--- src/sv/fjspr_pkg.sv ---
// Shared types, codes and helper functions for the four-joint servo pose ramper.
`timescale 1ns / 1ps
`default_nettype none

package fjspr_pkg;

    localparam int ANGLE_W  = 8;
    localparam int PERIOD_W = 8;
    localparam int CFG_IDX_W = 3;

    localparam logic [ANGLE_W-1:0] MAX_ANGLE = 8'd180;

    // Input opcodes
    localparam logic [1:0] OP_TICK = 2'd0;
    localparam logic [1:0] OP_POSE = 2'd1;
    localparam logic [1:0] OP_SET  = 2'd2;

    // Pose codes
    localparam logic [1:0] POSE_SIT      = 2'd0;
    localparam logic [1:0] POSE_STAND    = 2'd1;
    localparam logic [1:0] POSE_STEP     = 2'd2;
    localparam logic [1:0] POSE_STEP_SIT = 2'd3;

    // Configuration register indexes
    localparam logic [CFG_IDX_W-1:0] REG_STAND_ANGLE      = 3'd0;
    localparam logic [CFG_IDX_W-1:0] REG_SIT_HIP_ANGLE    = 3'd1;
    localparam logic [CFG_IDX_W-1:0] REG_SIT_ANKLE_ANGLE  = 3'd2;
    localparam logic [CFG_IDX_W-1:0] REG_LEFT_STEP_HIP    = 3'd3;
    localparam logic [CFG_IDX_W-1:0] REG_RIGHT_STEP_HIP   = 3'd4;
    localparam logic [CFG_IDX_W-1:0] REG_STAND_HIP_PERIOD = 3'd5;
    localparam logic [CFG_IDX_W-1:0] REG_SIT_HIP_PERIOD   = 3'd6;
    localparam logic [CFG_IDX_W-1:0] REG_ANKLE_PERIOD     = 3'd7;

    // Reset values
    localparam logic [ANGLE_W-1:0]  RST_STAND_ANGLE      = 8'd90;
    localparam logic [ANGLE_W-1:0]  RST_SIT_HIP_ANGLE    = 8'd0;
    localparam logic [ANGLE_W-1:0]  RST_SIT_ANKLE_ANGLE  = 8'd0;
    localparam logic [ANGLE_W-1:0]  RST_LEFT_STEP_HIP    = 8'd90;
    localparam logic [ANGLE_W-1:0]  RST_RIGHT_STEP_HIP   = 8'd90;
    localparam logic [PERIOD_W-1:0] RST_STAND_HIP_PERIOD = 8'd60;
    localparam logic [PERIOD_W-1:0] RST_SIT_HIP_PERIOD   = 8'd15;
    localparam logic [PERIOD_W-1:0] RST_ANKLE_PERIOD     = 8'd30;

    typedef struct packed {
        logic [ANGLE_W-1:0]  stand_angle;
        logic [ANGLE_W-1:0]  sit_hip_angle;
        logic [ANGLE_W-1:0]  sit_ankle_angle;
        logic [ANGLE_W-1:0]  left_step_hip_angle;
        logic [ANGLE_W-1:0]  right_step_hip_angle;
        logic [PERIOD_W-1:0] stand_hip_period;
        logic [PERIOD_W-1:0] sit_hip_period;
        logic [PERIOD_W-1:0] ankle_period;
    } cfg_t;

    typedef struct packed {
        logic [1:0]         opcode;
        logic [1:0]         pose;
        logic               left_side;
        logic [ANGLE_W-1:0] set_left_hip;
        logic [ANGLE_W-1:0] set_left_ankle;
        logic [ANGLE_W-1:0] set_right_hip;
        logic [ANGLE_W-1:0] set_right_ankle;
    } item_t;

    typedef struct packed {
        logic [ANGLE_W-1:0] left_hip;
        logic [ANGLE_W-1:0] left_ankle;
        logic [ANGLE_W-1:0] right_hip;
        logic [ANGLE_W-1:0] right_ankle;
        logic               ramp_busy;
    } result_t;

    function automatic logic [ANGLE_W-1:0] sat_angle(input logic [ANGLE_W-1:0] v);
        return (v > MAX_ANGLE) ? MAX_ANGLE : v;
    endfunction

    function automatic logic [ANGLE_W-1:0] toward(input logic [ANGLE_W-1:0] cur,
                                                  input logic [ANGLE_W-1:0] tgt);
        logic [ANGLE_W-1:0] r;
        r = cur;
        if (cur < tgt)
        begin
            r = cur + 8'd1;
        end
        else if (cur > tgt)
        begin
            r = cur - 8'd1;
        end
        return r;
    endfunction

endpackage

`default_nettype wire

--- src/sv/fjspr_cfg_regs.sv ---
// Configuration register file for the pose ramper.
`timescale 1ns / 1ps
`default_nettype none

module fjspr_cfg_regs
    import fjspr_pkg::*;
(
    input  wire logic                 clk,
    input  wire logic                 rst_n,
    input  wire logic                 cfg_valid,
    output logic                      cfg_ready,
    input  wire logic [CFG_IDX_W-1:0] cfg_index,
    input  wire logic [ANGLE_W-1:0]   cfg_data,
    output cfg_t                      cfg
);

    cfg_t cfg_reg;
    cfg_t cfg_next;

    assign cfg_ready = 1'b1;
    assign cfg       = cfg_reg;

    always_comb
    begin
        cfg_next = cfg_reg;
        if (cfg_valid)
        begin
            case (cfg_index)
                REG_STAND_ANGLE:      cfg_next.stand_angle          = cfg_data;
                REG_SIT_HIP_ANGLE:    cfg_next.sit_hip_angle        = cfg_data;
                REG_SIT_ANKLE_ANGLE:  cfg_next.sit_ankle_angle      = cfg_data;
                REG_LEFT_STEP_HIP:    cfg_next.left_step_hip_angle  = cfg_data;
                REG_RIGHT_STEP_HIP:   cfg_next.right_step_hip_angle = cfg_data;
                REG_STAND_HIP_PERIOD: cfg_next.stand_hip_period     = cfg_data;
                REG_SIT_HIP_PERIOD:   cfg_next.sit_hip_period       = cfg_data;
                REG_ANKLE_PERIOD:     cfg_next.ankle_period         = cfg_data;
                default:              cfg_next = cfg_reg;
            endcase
        end
    end

    always_ff @(posedge clk or negedge rst_n)
    begin
        if (!rst_n)
        begin
            cfg_reg.stand_angle          <= RST_STAND_ANGLE;
            cfg_reg.sit_hip_angle        <= RST_SIT_HIP_ANGLE;
            cfg_reg.sit_ankle_angle      <= RST_SIT_ANKLE_ANGLE;
            cfg_reg.left_step_hip_angle  <= RST_LEFT_STEP_HIP;
            cfg_reg.right_step_hip_angle <= RST_RIGHT_STEP_HIP;
            cfg_reg.stand_hip_period     <= RST_STAND_HIP_PERIOD;
            cfg_reg.sit_hip_period       <= RST_SIT_HIP_PERIOD;
            cfg_reg.ankle_period         <= RST_ANKLE_PERIOD;
        end
        else
        begin
            cfg_reg <= cfg_next;
        end
    end

endmodule

`default_nettype wire

--- src/sv/fjspr_core.sv ---
// Joint state, ramp timers and the per-item update logic.
`timescale 1ns / 1ps
`default_nettype none

module fjspr_core
    import fjspr_pkg::*;
(
    input  wire logic  clk,
    input  wire logic  rst_n,
    input  wire logic  fire,
    input  wire item_t item,
    input  wire cfg_t  cfg,
    output result_t    result,
    output result_t    state
);

    logic [ANGLE_W-1:0]  lh_reg, la_reg, rh_reg, ra_reg;
    logic [ANGLE_W-1:0]  lh_next, la_next, rh_next, ra_next;
    logic [ANGLE_W-1:0]  hip_tgt_reg, ankle_tgt_reg, hip_tgt_next, ankle_tgt_next;
    logic [PERIOD_W-1:0] hip_cnt_reg, ankle_cnt_reg, hip_cnt_next, ankle_cnt_next;
    logic                ramping_reg, ramping_next;
    logic                is_sit_reg, is_sit_next;

    logic [PERIOD_W-1:0] hip_period;
    logic [PERIOD_W:0]   hip_cnt_inc, ankle_cnt_inc;
    logic [ANGLE_W-1:0]  st_sat, new_hip_tgt, new_ankle_tgt;
    logic                new_sit;

    assign hip_period    = is_sit_reg ? cfg.sit_hip_period : cfg.stand_hip_period;
    assign hip_cnt_inc   = {1'b0, hip_cnt_reg} + 9'd1;
    assign ankle_cnt_inc = {1'b0, ankle_cnt_reg} + 9'd1;
    assign st_sat        = sat_angle(cfg.stand_angle);
    assign new_sit       = (item.pose == POSE_SIT);
    assign new_hip_tgt   = new_sit ? sat_angle(cfg.sit_hip_angle) : st_sat;
    assign new_ankle_tgt = new_sit ? sat_angle(cfg.sit_ankle_angle) : st_sat;

    always_comb
    begin
        lh_next        = lh_reg;
        la_next        = la_reg;
        rh_next        = rh_reg;
        ra_next        = ra_reg;
        hip_tgt_next   = hip_tgt_reg;
        ankle_tgt_next = ankle_tgt_reg;
        hip_cnt_next   = hip_cnt_reg;
        ankle_cnt_next = ankle_cnt_reg;
        ramping_next   = ramping_reg;
        is_sit_next    = is_sit_reg;

        case (item.opcode)
            OP_TICK:
            begin
                if (ramping_reg)
                begin
                    // A period of zero compares as reached on every tick.
                    if (hip_cnt_inc >= {1'b0, hip_period})
                    begin
                        lh_next      = toward(lh_reg, hip_tgt_reg);
                        rh_next      = toward(rh_reg, hip_tgt_reg);
                        hip_cnt_next = '0;
                    end
                    else
                    begin
                        hip_cnt_next = hip_cnt_inc[PERIOD_W-1:0];
                    end
                    if (ankle_cnt_inc >= {1'b0, cfg.ankle_period})
                    begin
                        la_next        = toward(la_reg, ankle_tgt_reg);
                        ra_next        = toward(ra_reg, ankle_tgt_reg);
                        ankle_cnt_next = '0;
                    end
                    else
                    begin
                        ankle_cnt_next = ankle_cnt_inc[PERIOD_W-1:0];
                    end
                    ramping_next = !(lh_next == hip_tgt_reg && rh_next == hip_tgt_reg &&
                                     la_next == ankle_tgt_reg && ra_next == ankle_tgt_reg);
                end
            end
            OP_POSE:
            begin
                if (!ramping_reg)
                begin
                    case (item.pose)
                        POSE_SIT, POSE_STAND:
                        begin
                            is_sit_next    = new_sit;
                            hip_tgt_next   = new_hip_tgt;
                            ankle_tgt_next = new_ankle_tgt;
                            hip_cnt_next   = '0;
                            ankle_cnt_next = '0;
                            ramping_next   = !(lh_reg == new_hip_tgt && rh_reg == new_hip_tgt &&
                                               la_reg == new_ankle_tgt &&
                                               ra_reg == new_ankle_tgt);
                        end
                        POSE_STEP:
                        begin
                            lh_next = st_sat;
                            la_next = st_sat;
                            rh_next = st_sat;
                            ra_next = st_sat;
                            if (item.left_side)
                            begin
                                lh_next = sat_angle(cfg.left_step_hip_angle);
                            end
                            else
                            begin
                                rh_next = sat_angle(cfg.right_step_hip_angle);
                            end
                        end
                        default:
                        begin
                            // Step in place: the moving leg takes the sit angles.
                            lh_next = st_sat;
                            la_next = st_sat;
                            rh_next = st_sat;
                            ra_next = st_sat;
                            if (item.left_side)
                            begin
                                lh_next = sat_angle(cfg.sit_hip_angle);
                                la_next = sat_angle(cfg.sit_ankle_angle);
                            end
                            else
                            begin
                                rh_next = sat_angle(cfg.sit_hip_angle);
                                ra_next = sat_angle(cfg.sit_ankle_angle);
                            end
                        end
                    endcase
                end
            end
            OP_SET:
            begin
                if (!ramping_reg)
                begin
                    lh_next = sat_angle(item.set_left_hip);
                    la_next = sat_angle(item.set_left_ankle);
                    rh_next = sat_angle(item.set_right_hip);
                    ra_next = sat_angle(item.set_right_ankle);
                end
            end
            default:
            begin
                lh_next = lh_reg;
            end
        endcase
    end

    always_ff @(posedge clk or negedge rst_n)
    begin
        if (!rst_n)
        begin
            lh_reg        <= RST_STAND_ANGLE;
            la_reg        <= RST_STAND_ANGLE;
            rh_reg        <= RST_STAND_ANGLE;
            ra_reg        <= RST_STAND_ANGLE;
            hip_tgt_reg   <= '0;
            ankle_tgt_reg <= '0;
            hip_cnt_reg   <= '0;
            ankle_cnt_reg <= '0;
            ramping_reg   <= 1'b0;
            is_sit_reg    <= 1'b0;
        end
        else if (fire)
        begin
            lh_reg        <= lh_next;
            la_reg        <= la_next;
            rh_reg        <= rh_next;
            ra_reg        <= ra_next;
            hip_tgt_reg   <= hip_tgt_next;
            ankle_tgt_reg <= ankle_tgt_next;
            hip_cnt_reg   <= hip_cnt_next;
            ankle_cnt_reg <= ankle_cnt_next;
            ramping_reg   <= ramping_next;
            is_sit_reg    <= is_sit_next;
        end
    end

    assign result.left_hip    = lh_next;
    assign result.left_ankle  = la_next;
    assign result.right_hip   = rh_next;
    assign result.right_ankle = ra_next;
    assign result.ramp_busy   = ramping_next;

    assign state.left_hip    = lh_reg;
    assign state.left_ankle  = la_reg;
    assign state.right_hip   = rh_reg;
    assign state.right_ankle = ra_reg;
    assign state.ramp_busy   = ramping_reg;

endmodule

`default_nettype wire

--- src/sv/four_joint_servo_pose_ramper.sv ---
// Top level of the four-joint servo pose ramper: input register, core and result register.
// Path: an item goes through the input register and then the result register; the joint
// update is combinational logic in the core, fed back into the core's state registers.
// Throughput: one item per cycle while the result register is free to take it.
// Reset: rst_n clears the pipeline, sets all joints to 90 degrees, clears the ramp state
// and loads the configuration registers with their default values.
`timescale 1ns / 1ps
`default_nettype none

module four_joint_servo_pose_ramper
    import fjspr_pkg::*;
(
    input  wire logic                 clk,
    input  wire logic                 rst_n,

    input  wire logic                 cfg_valid,
    output logic                      cfg_ready,
    input  wire logic [CFG_IDX_W-1:0] cfg_index,
    input  wire logic [ANGLE_W-1:0]   cfg_data,

    input  wire logic                 in_valid,
    output logic                      in_ready,
    input  wire logic [1:0]           opcode,
    input  wire logic [1:0]           pose,
    input  wire logic                 left_side,
    input  wire logic [ANGLE_W-1:0]   set_left_hip,
    input  wire logic [ANGLE_W-1:0]   set_left_ankle,
    input  wire logic [ANGLE_W-1:0]   set_right_hip,
    input  wire logic [ANGLE_W-1:0]   set_right_ankle,

    output logic                      out_valid,
    input  wire logic                 out_ready,
    output logic [ANGLE_W-1:0]        left_hip_out,
    output logic [ANGLE_W-1:0]        left_ankle_out,
    output logic [ANGLE_W-1:0]        right_hip_out,
    output logic [ANGLE_W-1:0]        right_ankle_out,
    output logic                      ramp_busy
);

    cfg_t    cfg;
    item_t   item_reg;
    logic    item_valid_reg;
    result_t core_result;
    result_t core_state;
    result_t res_reg;
    logic    res_valid_reg;
    logic    res_free;
    logic    fire;

    fjspr_cfg_regs u_cfg (
        .clk       (clk),
        .rst_n     (rst_n),
        .cfg_valid (cfg_valid),
        .cfg_ready (cfg_ready),
        .cfg_index (cfg_index),
        .cfg_data  (cfg_data),
        .cfg       (cfg)
    );

    // The result register frees up in the same cycle its content transfers out.
    assign res_free = !res_valid_reg || out_ready;
    assign fire     = item_valid_reg && res_free;
    assign in_ready = !item_valid_reg || fire;

    always_ff @(posedge clk or negedge rst_n)
    begin
        if (!rst_n)
        begin
            item_valid_reg <= 1'b0;
        end
        else if (in_ready)
        begin
            item_valid_reg <= in_valid;
        end
    end

    always_ff @(posedge clk)
    begin
        if (in_ready && in_valid)
        begin
            item_reg.opcode          <= opcode;
            item_reg.pose            <= pose;
            item_reg.left_side       <= left_side;
            item_reg.set_left_hip    <= set_left_hip;
            item_reg.set_left_ankle  <= set_left_ankle;
            item_reg.set_right_hip   <= set_right_hip;
            item_reg.set_right_ankle <= set_right_ankle;
        end
    end

    fjspr_core u_core (
        .clk    (clk),
        .rst_n  (rst_n),
        .fire   (fire),
        .item   (item_reg),
        .cfg    (cfg),
        .result (core_result),
        .state  (core_state)
    );

    always_ff @(posedge clk or negedge rst_n)
    begin
        if (!rst_n)
        begin
            res_valid_reg <= 1'b0;
        end
        else if (res_free)
        begin
            res_valid_reg <= fire;
        end
    end

    always_ff @(posedge clk)
    begin
        if (fire)
        begin
            res_reg <= core_result;
        end
    end

    assign out_valid       = res_valid_reg;
    assign left_hip_out    = res_reg.left_hip;
    assign left_ankle_out  = res_reg.left_ankle;
    assign right_hip_out   = res_reg.right_hip;
    assign right_ankle_out = res_reg.right_ankle;
    assign ramp_busy       = res_reg.ramp_busy;

    // Joint state moves only when an item goes through the core.
    a_state_holds: assert property (@(posedge clk) disable iff (!rst_n)
        !fire |=> $stable(core_state))
        else $error("joint state changed without an item");

    // Commands during a ramp leave the joint angles alone.
    a_busy_ignores_cmd: assert property (@(posedge clk) disable iff (!rst_n)
        (fire && core_state.ramp_busy && item_reg.opcode != OP_TICK)
        |=> $stable(core_state))
        else $error("command changed joints during a ramp");

    // Every joint stays within the servo range.
    a_angle_range: assert property (@(posedge clk) disable iff (!rst_n)
        core_state.left_hip <= MAX_ANGLE && core_state.left_ankle <= MAX_ANGLE &&
        core_state.right_hip <= MAX_ANGLE && core_state.right_ankle <= MAX_ANGLE)
        else $error("joint angle out of range");

endmodule

`default_nettype wire

--- config.mk ---
export PLATFORM = sky130hd
export DESIGN_NAME = four_joint_servo_pose_ramper
export DESIGN_NICKNAME = d
export VERILOG_FILES = /design/src/sv/fjspr_pkg.sv /design/src/sv/fjspr_cfg_regs.sv /design/src/sv/fjspr_core.sv /design/src/sv/four_joint_servo_pose_ramper.sv
export SDC_FILE = /design/constraint.sdc
export NUM_CORES = 1
export LEC_CHECK = 0
export ABC_AREA = 0
export BUFFER_PORTS_ARGS = -buffer_cell sky130_fd_sc_hd__buf_2
export CAP_MARGIN = 20
export CORE_MARGIN = 3
export CORE_UTILIZATION = 69
export CTS_BUF_LIST = sky130_fd_sc_hd__clkbuf_4 sky130_fd_sc_hd__clkbuf_8
export DETAILED_ROUTE_END_ITERATION = 10
export PLACE_DENSITY = 0.91
export SLEW_MARGIN = 20
export SYNTH_ARGS = -nofsm -noshare
export SYNTH_HDL_FRONTEND = slang
export SYNTH_SLANG_ARGS = --single-unit
--- constraint.sdc ---
create_clock -name clk -period 6.07 [get_ports clk]
set_input_delay 0.607 -clock clk [delete_from_list [all_inputs] [get_ports clk]]
set_output_delay 0.607 -clock clk [all_outputs]
set_load 0.1 [all_outputs]
==> flow_summary.json, run 1 <==
{
  "outcome": "completed",
  "drt_iter0_drc": 2087,
  "drc": 0,
  "p_leak_nw": 6.28,
  "hp-class": "in2reg",
  "relSlewSlack": 0.302,
  "hold_violations": 0,
  "io_pins": 89,
  "post_cts_buffers": 0,
  "fin_crit_sh": 0.720,
  "cp_data_required_time_ns": 6.51,
  "synth_edf_count": 70,
  "setup_violations": 0,
  "grt_pass1_vias": 13000,
  "drtPass1Iterations": 7,
  "seqCellArea_um2": 5460,
  "antenna_found_initial": 2,
  "path_class": "reg2reg",
  "clkTransAtPathRegs_ns": 0.06,
  "syn_inst": 1522,
  "grt_first_pass_wirelength_um": 73100,
  "maxCapViolCount": 0,
  "finish.utilization": 0.772,
  "die_h_um": 148,
  "grt-ovfl-total": 0,
  "finish.instance_area_um2": 15200,
  "worst_slew_pin_slew_ns": 1.04,
  "layout.nets": 1680,
  "async_flop_share": 0.653,
  "htreeDepth": 2,
  "gp_congestion": 1.04,
  "finalMaxSlewViolations": 0,
  "die_x_um": 148,
  "fin_crit_ns": 4.37,
  "ys_ff_latch": 202,
  "via_count": 13500,
  "tns_ns": 0,
  "placement.io_buffers": 87,
  "worstSetupEndpointType": "flip-flop",
  "rrSetupSlack_ns": 1.70,
  "crit_fanout": 16,
  "place_area_um2": 14500,
  "die-area_um2": 22000,
  "cts_hold_buf": 0,
  "clock_latency_ns": 0.56,
  "synth_top_area_cell": "dfrtp_1",
  "drt-total-wl_um": 47500,
  "regToRegEndpoint": "u_core.la_reg[2]",
  "synth_fp_nets": 1633,
  "ant_nets": 0,
  "hold_path_end": "item_reg[28]",
  "rsz0062_at_grt": "false",
  "grtUsageTotal": 0.427,
  "ir_drop_mv": 0.333,
  "area_growth_syn_to_layout_pct": 8.74,
  "ys_warn_count": 0,
  "initial_utilization": 0.710,
  "ys_top_cells_by_area": "dfrtp_1 16%, edfxtp_1 15%, dfstp_2 7.5%",
  "r2r_cells": 15,
  "final_cell_mix": "157 x nand2_1, 123 x a21oi_1, 121 x nor2_1, 94 x o21ai_0, 91 x dfrtp_1",
  "fmax_mhz": 229,
  "syn_avg_cell_area_um2": 9.20,
  "cts_root_buf": "clkbuf_8",
  "antenna_cells": 0,
  "whs_path_depth": 1,
  "cp-start-kind": "flip-flop",
  "via_per_inst": 7.23,
  "cts.sinks": 202,
  "cts-resized-gates": 0,
  "netlist_area_um2": 14000,
  "largest_reg_flops": 64,
  "nFillCells": 1270,
  "final.setup_skew_ns": 0.0383,
  "yosysSeqAreaShare": 0.390,
  "cts_buffer_depth": 3,
  "final_common_cell": "nand2_1",
  "numCtsBuffers": 34,
  "drive_above_1_share": 0.202,
  "ys.flop_type": "dfrtp_1",
  "core-area_um2": 19700,
  "avgRoutedWirePerCell_um": 25.5,
  "tritoncts": "built",
  "r2r_start": "u_core.ankle_cnt_reg[0]",
  "grt_max_degree": 76,
  "row_count": 51,
  "dp_hpwl_um": 33800,
  "synth_cell_types": 96,
  "synth_top_area_frac": 0.164,
  "min_from": "set_left_hip[4]",
  "power_density_nw_per_um2": 405,
  "crit_arrival_ns": 4.81,
  "multi_input_area_um2": 7940
}
where the power goes:
| part | switching (mW) | internal, mW | leakage, nW |
|---|---|---|---|
| sequential | 0.454 | 1.72 | 2.27 |
| clock | 0.593 | 0.741 | 0.377 |
| combinational | 1.72 | 0.930 | 3.64 |
how the worst max path moves through the flow:
stage,start,to,depth (start not counted)
finish,u_core.ankle_cnt_reg[0],u_core.la_reg[2],15
global route,u_core.hip_cnt_reg[0],ramp_busy,15
CTS,u_core.ankle_cnt_reg[0],u_core.la_reg[2],15
detailed placement,u_core.hip_cnt_reg[0],ramp_busy,15
global placement,u_core.hip_cnt_reg[0],ramp_busy,15
floorplan,u_core.is_sit_reg,ramp_busy,14
metal layers:
layer,wire [µm],vias to the layer above,track usage
li1,-,5732,-
met5,26,-,0
met4,2620,4,0.194
met3,6810,277,0.137
met2,20200,1094,0.635
met1,17800,6347,0.575
kinds of logic (layout without fill, tap and decap cells):
logic type,Yosys count,count (layout),share of synthesized area
adders and majority gates,58,58,0.0518
xor gates and xnor gates,61,61,0.0382
AOI/OAI and AO/OA,445,445,0.213
other,1,1,0.000268
muxes,131,131,0.102
and+or+nand+nor,474,474,0.161
DFF,202,202,0.390
buffers and inverters,150,223,0.0442
cell type report:
type	instances	share of cell area
clock buffers	45	0.0370
repair buffers	101	0.0357
flip-flops and latches	202	0.358
multi-input cells	1170	0.521
well taps	265	0.0218
clock inverters	17	0.0110
inverters	60	0.0148
metrics by stage:
step	power, mW	instances	hold WS, ns	setup slack [ns]
global placement	4.62	1798	0.467	2.01
global route	6.42	1860	0.219	1.51
finish	6.16	1860	0.224	1.70
detailed placement	4.69	1798	0.473	1.87
CTS	6.03	1860	0.217	1.82
floorplan	3.96	1522	0.311	2.59
critical path, stage by stage (launching register included):
cell,delay [ns]
dfrtp_1,0.42
ha_1,0.27
nand3_1,0.16
inv_1,0.09
nand3_1,0.14
xnor2_1,0.18
ha_1,0.29
nand2_1,0.07
a211o_1,0.28
o211ai_2,0.67
nand2_1,0.45
nor2_1,0.29
xnor2_1,0.18
o22ai_1,0.11
a221o_1,0.40
mux2_2,0.27
cells in the mapped netlist (5+ instances only):
master / number
o21ai_0: 94
nor3_1: 25
edfxtp_1: 70
clkbuf_1: 68
o32a_1: 5
nand3_1: 53
buf_6: 5
nor2_1: 121
a221o_1: 6
nand2_1: 157
or4_1: 6
a22o_1: 10
nand4_1: 19
nor2b_1: 8
a21o_1: 12
a21oi_1: 123
a31oi_1: 12
a22oi_1: 15
mux2_2: 89
o31ai_1: 6
and2_1: 14
and3_1: 15
inv_1: 58
ha_1: 58
o22ai_1: 25
buf_2: 8
buf_1: 7
a211oi_1: 15
xor2_1: 19
nand2b_1: 12
mux2i_1: 42
o32ai_1: 5
nor4_1: 8
o21a_1: 20
xnor2_1: 42
dfstp_2: 40
dfrtp_1: 92
o211ai_1: 20
o21ai_1: 9
o221ai_1: 7
Note: power is estimated with default switching activity, not from simulation.
==> run 2, diff against run 1 <==
- CORE_UTILIZATION: 69 -> 58
- PLACE_DENSITY: 0.91 -> 0.82
- clock period: 6.07 -> 3.5 ns (I/O delays scaled with it)
==> flow_summary.json, run 2 (synthesized netlist as in run 1, its figures left out) <==
{
  "grt_pass1_vias": 13100,
  "rrSetupSlack_ns": -0.23,
  "avgRoutedWirePerCell_um": 24.7,
  "clockPowerShare": 0.197,
  "ir_drop_mv": 0.622,
  "drtPass1Iterations": 8,
  "finalMaxSlewViolations": 0,
  "crit_arrival_ns": 4.02,
  "die_x_um": 161,
  "p_int_mw": 6.45,
  "r2r_cells": 16,
  "worst_slew_pin_slew_ns": 1.05,
  "cts_buffer_depth": 3,
  "outcome": "finished, violations left",
  "cp_data_required_time_ns": 3.79,
  "switching_share": 0.444,
  "tritoncts": "built",
  "rsz0062_at_grt": "true",
  "crit_family": "compound AO/OA/AOI/OAI gates",
  "numCtsBuffers": 36,
  "r2r_start": "u_core.hip_cnt_reg[0]",
  "drc": 0,
  "p_leak_nw": 7.34,
  "final.setup_skew_ns": 0.0392,
  "p_seq_frac": 0.289,
  "hold_ws_ns": 0.120,
  "regToRegEndpoint": "ramp_busy",
  "grt_first_pass_wirelength_um": 78800,
  "antenna_found_initial": 0,
  "whs_path_depth": 3,
  "hp-class": "in2reg",
  "power_frac_comb": 0.514,
  "cp_common_cell": "buf_6",
  "clock_latency_ns": 0.58,
  "core-area_um2": 23600,
  "die-area_um2": 26000,
  "layout.nets": 1880,
  "violations": "negative setup slack",
  "drt-total-wl_um": 52300,
  "row_count": 56,
  "hold_violations": 0,
  "relSlewSlack": 0.294,
  "via_count": 14000,
  "io_pins": 89,
  "critPathBufInv": 3,
  "clkTransAtPathRegs_ns": 0.07,
  "largest_reg_flops": 64,
  "worstPathCellList": "ha_2 > and3_4 > buf_4 > xor2_4 > ha_4 > o211ai_1 > o32a_1 > buf_6 > a21oi_4 > buf_6 > mux2i_4 > nor2b_1 > a221oi_2 > nand4_1 > nor4_4 > a21oi_1",
  "cts.sinks": 202,
  "area_growth_syn_to_layout_pct": 23.5,
  "final_common_cell": "buf_4",
  "setup_ws_ns": -0.226,
  "die_h_um": 161,
  "grt-ovfl-total": 0,
  "ant_nets": 0,
  "setup_violations": 5,
  "grt_max_degree": 111,
  "fin_crit_sh": 1.06,
  "hold_path_end": "item_valid_reg",
  "power_density_nw_per_um2": 671,
  "fmax_mhz": 268,
  "via_per_inst": 6.64,
  "fin_crit_ns": 3.73,
  "path_class": "reg2reg",
  "worstSetupEndpointType": "flip-flop",
  "antenna_cells": 0,
  "min_from": "out_ready",
  "cts_root_buf": "clkbuf_8",
  "cp-start-kind": "flip-flop",
  "crit_fanout": 4,
  "gp_congestion": 0.995,
  "slowest_delay_ns": 0.42,
  "final_cell_mix": "168 x buf_4, 154 x nand2_1, 117 x a21oi_1, 116 x nor2_1",
  "grtUsageTotal": 0.392,
  "initial_utilization": 0.593,
  "maxCapViolCount": 0,
  "htreeDepth": 2,
  "power_switching_mw": 5.16,
  "finish.utilization": 0.732,
  "dp_hpwl_um": 36600,
  "crit_slowest_cell": "dfrtp_1",
  "drt_iter0_drc": 2106,
  "placement.io_buffers": 87,
  "drive_above_1_share": 0.298
}
==> run 2: changes by cell type in the layout (fill, tap and decap cells not counted), moves of 4 or more <==
cell,delta
xnor2_2,+5
a21oi_1,-6
nor2_1,-5
nand3_2,+4
clkbuf_8,+4
a21oi_2,+5
o21ai_2,+4
xnor2_1,-6
buf_4,+153
nand3_1,-5
dlygate4sd3_1,+39
clkbuf_4,+5
==> run 2: cell type report <==
type                    count  area [µm²]
well taps                 319         399
clock buffers              54         656
fillers                  1698        6330
inverters                  60         225
repair buffers            298        2160
clock inverters            12        78.8
multi-input cells        1171        8310
flip-flops and latches    202        5460
==> run 2: tightest hold or removal path: cells and delay by family <==
kind | cells | cell delay (ns)
AND/OR/NAND/NOR | 2 | 0.20
buffers and inverters | 1 | 0.08
==> run 2: metal layers <==
metal	vias up	routed length [µm]	global-route usage
met5	-	0	0
li1	6131	-	-
met3	187	6500	0.105
met2	1050	22900	0.590
met1	6676	20700	0.554
met4	0	2120	0.123
==> run 2: power by group through the flow <==
stage / sequential, mW / combinational (mW) / clock [mW]
final: 3.35 / 5.97 / 2.29
after CTS: 3.33 / 5.54 / 2.29
after global routing: 3.39 / 6.32 / 2.41
after floorplan: 3.73 / 3.13 / 0
after global placement: 3.34 / 5.34 / 0
after detailed placement: 3.36 / 5.38 / 0
==> run 2: how the worst max path moves through the flow <==
stage / from / to / cells after the start
floorplan: u_core.is_sit_reg / ramp_busy / 14
global placement: u_core.hip_cnt_reg[0] / ramp_busy / 16
detailed placement: u_core.hip_cnt_reg[0] / ramp_busy / 16
CTS: u_core.hip_cnt_reg[0] / ramp_busy / 16
global route: u_core.hip_cnt_reg[0] / ramp_busy / 16
finish: u_core.hip_cnt_reg[0] / ramp_busy / 16
==> run 2: through the flow <==
stage          worst slack (ns)  setup TNS, ns  cells  power, mW  cell area (µm²)
6_report                 -0.226         -0.477   2116       11.6            17300
5_1_grt                  -0.351          -1.54   2116       12.1            17300
4_1_cts                 -0.0496        -0.0496   2103       11.2            16900
3_5_place_dp             -0.211         -0.417   1995       8.75            15600
3_3_place_gp             -0.119         -0.153   1995       8.69            15600
2_1_floorplan            0.0192              0   1522       6.86            14000
==> run 2: repair_timing <==
item	in CTS	in global routing
pin swaps	14	21
gates cloned	0	1
hold buffers	39	0
setup buffers	3	12
setup endpoints to repair	6	16
resized for setup	16	56
hold endpoints to repair	60	0
